--- src/rtl/ksf_pkg.sv ---
// ksf_pkg: shared constants and state encoding for the spanning forest core
// no dependencies
package ksf_pkg;

    localparam int DEF_MAX_VERTICES = 32;
    localparam int DEF_MAX_EDGES    = 1024;
    localparam int DEF_COST_BITS    = 16;

    // width used for vertex range compares (holds values up to 255)
    localparam int CMP_BITS = 8;

    localparam logic [5:0] VCOUNT_RESET = 6'd32;

    typedef enum logic [4:0] {
        S_LOAD     = 5'b00001,
        S_FIND     = 5'b00010,
        S_CHAIN    = 5'b00100,
        S_OUT      = 5'b01000,
        S_OUT_LAST = 5'b10000
    } t_state;

endpackage

--- src/rtl/ksf_cell.sv ---
// ksf_cell: one vertex of the label chain, holds the component label of its vertex
// a lookup token passes through one cell per cycle; uses ksf_pkg
module ksf_cell
    import ksf_pkg::*;
#(
    parameter int VW  = 5,
    parameter int IDX = 0
) (
    input  logic          i_clk,
    input  logic          i_rst_n,
    input  logic          i_init,
    input  logic          i_rel_en,
    input  logic [VW-1:0] i_rel_from,
    input  logic [VW-1:0] i_rel_to,
    input  logic          i_tok_vld,
    input  logic [VW-1:0] i_tok_a,
    input  logic [VW-1:0] i_tok_b,
    input  logic [VW-1:0] i_tok_la,
    input  logic [VW-1:0] i_tok_lb,
    output logic          o_tok_vld,
    output logic [VW-1:0] o_tok_a,
    output logic [VW-1:0] o_tok_b,
    output logic [VW-1:0] o_tok_la,
    output logic [VW-1:0] o_tok_lb
);

    logic [VW-1:0] r_label;
    logic          r_tok_vld;
    logic [VW-1:0] r_tok_a, r_tok_b, r_tok_la, r_tok_lb;

    always_ff @(posedge i_clk) begin
        if (!i_rst_n) begin
            r_label   <= VW'(IDX);
            r_tok_vld <= 1'b0;
        end else begin
            if (i_init) begin
                r_label <= VW'(IDX);
            end else if (i_rel_en && r_label == i_rel_from) begin
                r_label <= i_rel_to;
            end
            r_tok_vld <= i_tok_vld;
        end
    end

    // endpoint whose index matches this cell picks up its label
    always_ff @(posedge i_clk) begin
        r_tok_a  <= i_tok_a;
        r_tok_b  <= i_tok_b;
        r_tok_la <= (i_tok_a == VW'(IDX)) ? r_label : i_tok_la;
        r_tok_lb <= (i_tok_b == VW'(IDX)) ? r_label : i_tok_lb;
    end

    assign o_tok_vld = r_tok_vld;
    assign o_tok_a   = r_tok_a;
    assign o_tok_b   = r_tok_b;
    assign o_tok_la  = r_tok_la;
    assign o_tok_lb  = r_tok_lb;

endmodule
--- config.mk ---
export PLATFORM = sky130hd
export DESIGN_NAME = ksf_cell
export DESIGN_NICKNAME = d
export VERILOG_FILES = /design/src/rtl/ksf_pkg.sv /design/src/rtl/ksf_cell.sv
export SDC_FILE = /design/constraint.sdc
export NUM_CORES = 1
export LEC_CHECK = 0
export BUFFER_PORTS_ARGS = -buffer_cell sky130_fd_sc_hd__buf_2
export CORE_MARGIN = 2
export CORE_UTILIZATION = 25
export CTS_CLUSTER_SIZE = 16
export DETAILED_ROUTE_END_ITERATION = 6
export GPL_ROUTABILITY_DRIVEN = 1
export GPL_TIMING_DRIVEN = 1
export PLACE_DENSITY = 0.63
export SLEW_MARGIN = 20
export SYNTH_ARGS = -nofsm -noshare
export SYNTH_HDL_FRONTEND = slang
export SYNTH_SLANG_ARGS = --single-unit
--- constraint.sdc ---
create_clock -name i_clk -period 1.12 [get_ports i_clk]
set_input_delay 0.112 -clock i_clk [delete_from_list [all_inputs] [get_ports i_clk]]
set_output_delay 0.112 -clock i_clk [all_outputs]
set_load 0.005 [all_outputs]
==> impl_metrics.json <==
{
  "outcome": "finished, violations left",
  "violations": "negative setup slack",
  "worst-slew-pin-transition_ps": 185,
  "setup.reg_to_reg.worst_slack_ps": -180,
  "preCtsSetupSlack_ps": -276,
  "areaGrowthSynthToFinish_pct": 66.0,
  "port_buffers": 55,
  "grt_max_degree": 15,
  "number_of_global_route_vias_before_repair": 767,
  "netlist_instances": 66,
  "clock.fmax_mhz": 770,
  "synth-async-reset-ratio_pct": 0,
  "die_area_um2": 3860,
  "dr.pass1.iters": 3,
  "synthDistinctLibCells": 14,
  "netlist.top_cell.by_area": "sky130_fd_sc_hd__dfxtp_1",
  "synth_area_leaders": "sky130_fd_sc_hd__dfxtp_1 (62%), sky130_fd_sc_hd__mux2_2 (13%), sky130_fd_sc_hd__mux2i_1 (5.9%)",
  "worst_slew_margin_rel_pct": 87.5,
  "drt-vias-per-instance": 3.88,
  "dp.final_hpwl_um": 1530,
  "skew_ps": 2.16,
  "synth_common_cells": "sky130_fd_sc_hd__dfxtp_1 (26), sky130_fd_sc_hd__mux2_2 (10), sky130_fd_sc_hd__nand2_1 (10)",
  "post_placement_cell_count": 172,
  "route.antenna.remaining_nets": 0,
  "core_area_um2": 3280,
  "irDropWorstVdd_mv": 0.383,
  "die_height_um": 62.2,
  "postSynth.topFlopCell": "sky130_fd_sc_hd__dfxtp_1",
  "report.final.setup_viol": 5,
  "synth_fp_nets": 101,
  "vias": 738,
  "sinks_on_clock_net": 26,
  "finalMaxSlewViolations": 0,
  "max-cap-violations": 0,
  "grt_setup_unrepaired": "true",
  "comb_power_share_pct": 12.4,
  "period_minus_slack_ps": 1300,
  "syn-cell-area_um2": 846,
  "h_tree_levels": 1,
  "power_report.internal_total_uw": 1300,
  "cts_made_buffers": 3,
  "post_synthesis_sequential_element_count": 26,
  "switching_power_uw": 336,
  "seq_power_share_pct": 59.7,
  "synth_warnings": 0,
  "cts_post_setup_buffers_inserted": 0,
  "power_density_nw_per_um2": 1160,
  "wl_um": 2070,
  "hold_violations": 0,
  "tns_setup_ps": -789,
  "cts.path.max_buffers": 2,
  "clockRootBuffer": "sky130_fd_sc_hd__clkbuf_4",
  "antenna-diode-count": 0,
  "sort_of_element_at_the_start_of_the_critical_path": "flop",
  "routedWlPerCell_um": 10.9,
  "start_util_pct": 25.8,
  "grt_util_all_layers_pct": 11.8,
  "gp_routability_congestion": 0.677,
  "gr-total-overflow": 0,
  "timing.rr.start": "r_label[3]$_SDFFE_PP0P_",
  "timing.final.crit_share_pct": 116,
  "yosysSeqAreaShare_pct": 61.5,
  "crit_required_ps": 1360,
  "syn_area_per_cell_um2": 12.8,
  "crit_path_max_fanout": 5,
  "library_cell_with_the_highest_instance_count_after_synthesis": "sky130_fd_sc_hd__dfxtp_1",
  "initial_antenna_violation_count": 0,
  "clk_pin_slew_worst_paths_ps": 130,
  "worst_ep_arrival_time_ps": 1540,
  "total_power_uw": 1630,
  "holdCritPathClass": "in2reg",
  "num_rows": 21,
  "dieWidth_um": 62.2,
  "stdcell_count": 190,
  "pwr-share-clk_pct": 27.9,
  "fin_nets": 180,
  "final.setup.worst_slack_ps": -179,
  "worst_min_path_start": "i_tok_lb[1]",
  "drt_iter0_drc": 10,
  "grt_pass1_wl_um": 3510,
  "fill_cells": 325,
  "drive_above_1_share_pct": 57.6,
  "path_class": "reg2reg",
  "synth_enable_flop_cells": 0,
  "detail_route.drc_violations": 0,
  "end_kind": "flop",
  "p_leak_uw": 0.000655,
  "top_level_ports": 56,
  "post-route-util_pct": 42.7,
  "tritoncts_clock_tree": "built",
  "yosys.area.top_type_share_pct": 61.5,
  "switching_share_pct": 20.6,
  "setup.worst_path.start": "r_label[3]$_SDFFE_PP0P_",
  "insertion_delay_ps": 310
}
==> layer usage <==
layer | GRT usage, % | vias to the layer above | routed length [µm]
met5 | 0 | - | 0
met4 | 5.00 | 0 | 19
met3 | 3.99 | 2 | 181
met2 | 21.1 | 36 | 1050
met1 | 12.7 | 322 | 822
li1 | - | 378 | -
==> through the flow <==
stage	hold WS (ps)	cell area, µm²
after floorplan	140	852
after global placement	231	1220
after detailed placement	234	1220
after CTS	5.00	1370
after global routing	0.159	1400
final	21.5	1400
==> power groups by stage <==
stage,Clock [µW],Combinational [µW],Sequential [µW]
6_report,455,203,976
5_1_grt,525,223,982
4_1_cts,476,196,976
3_5_place_dp,0,165,997
3_3_place_gp,0,163,997
2_1_floorplan,0,44.7,1010
==> registers in the layout, summed over array words and instances (netlist names) <==
register,flops
o_tok_b,5
o_tok_a,5
o_tok_lb,5
o_tok_vld,1
r_label,5
o_tok_la,5
==> cells by family after synthesis <==
logic type | share of synthesized area, %
and+or+nand+nor | 12.7
xor gates and xnor gates | 5.18
buffers and inverters | 1.33
DFF | 61.5
muxes | 19.2
==> worst paths after layout <==
path	end	cells after the start
worst max-delay path	r_label[3]$_SDFFE_PP0P_	5
worst min-delay path	o_tok_lb[1]$_DFF_P_	2
worst max register to register	r_label[3]$_SDFFE_PP0P_	5
worst min register to register	r_label[2]$_SDFFE_PP0P_	3
==> layout by cell type, fill, tap and decap left out <==
cell type,Yosys,final
sky130_fd_sc_hd__buf_2,0,55
sky130_fd_sc_hd__dfxtp_1,26,23
sky130_fd_sc_hd__dlygate4sd3_1,0,14
sky130_fd_sc_hd__mux2_2,10,10
sky130_fd_sc_hd__nand2_1,10,10
sky130_fd_sc_hd__buf_4,1,6
sky130_fd_sc_hd__mux2i_1,5,5
sky130_fd_sc_hd__xor2_1,4,4
sky130_fd_sc_hd__clkbuf_4,0,3
sky130_fd_sc_hd__dfxtp_2,0,3
sky130_fd_sc_hd__or4_4,2,2
sky130_fd_sc_hd__nor2_4,2,2
sky130_fd_sc_hd__nor2b_1,1,1
sky130_fd_sc_hd__nor4_1,1,1
sky130_fd_sc_hd__xnor2_1,1,1
sky130_fd_sc_hd__and3_1,1,1
sky130_fd_sc_hd__and2_1,1,1
sky130_fd_sc_hd__clkbuf_8,0,1
sky130_fd_sc_hd__buf_6,0,1
==> worst max-delay path: stages (launching register included) <==
cell and delay (ps):
sky130_fd_sc_hd__dfxtp_2 350, sky130_fd_sc_hd__xor2_1 130, sky130_fd_sc_hd__nor4_1 230, sky130_fd_sc_hd__and3_1 200, sky130_fd_sc_hd__buf_6 130, sky130_fd_sc_hd__mux2i_1 190
==> layout make-up <==
cell class                 instances  area, µm²  area share (%)
timing repair buffer              76        472            33.6
tap                               46       57.6            4.10
clock buffer                       4       36.3            2.58
multi-input combinational         38        314            22.4
sequential                        26        524            37.3
==> repair_timing <==
action | in CTS | in global routing
setup endpoints to repair | 5 | 5
gates resized for setup | 2 | 0
hold endpoints to repair | 11 | 3
pin swaps | 3 | 0
hold buffers | 11 | 3
Note: power is estimated with default switching activity, not from simulation.
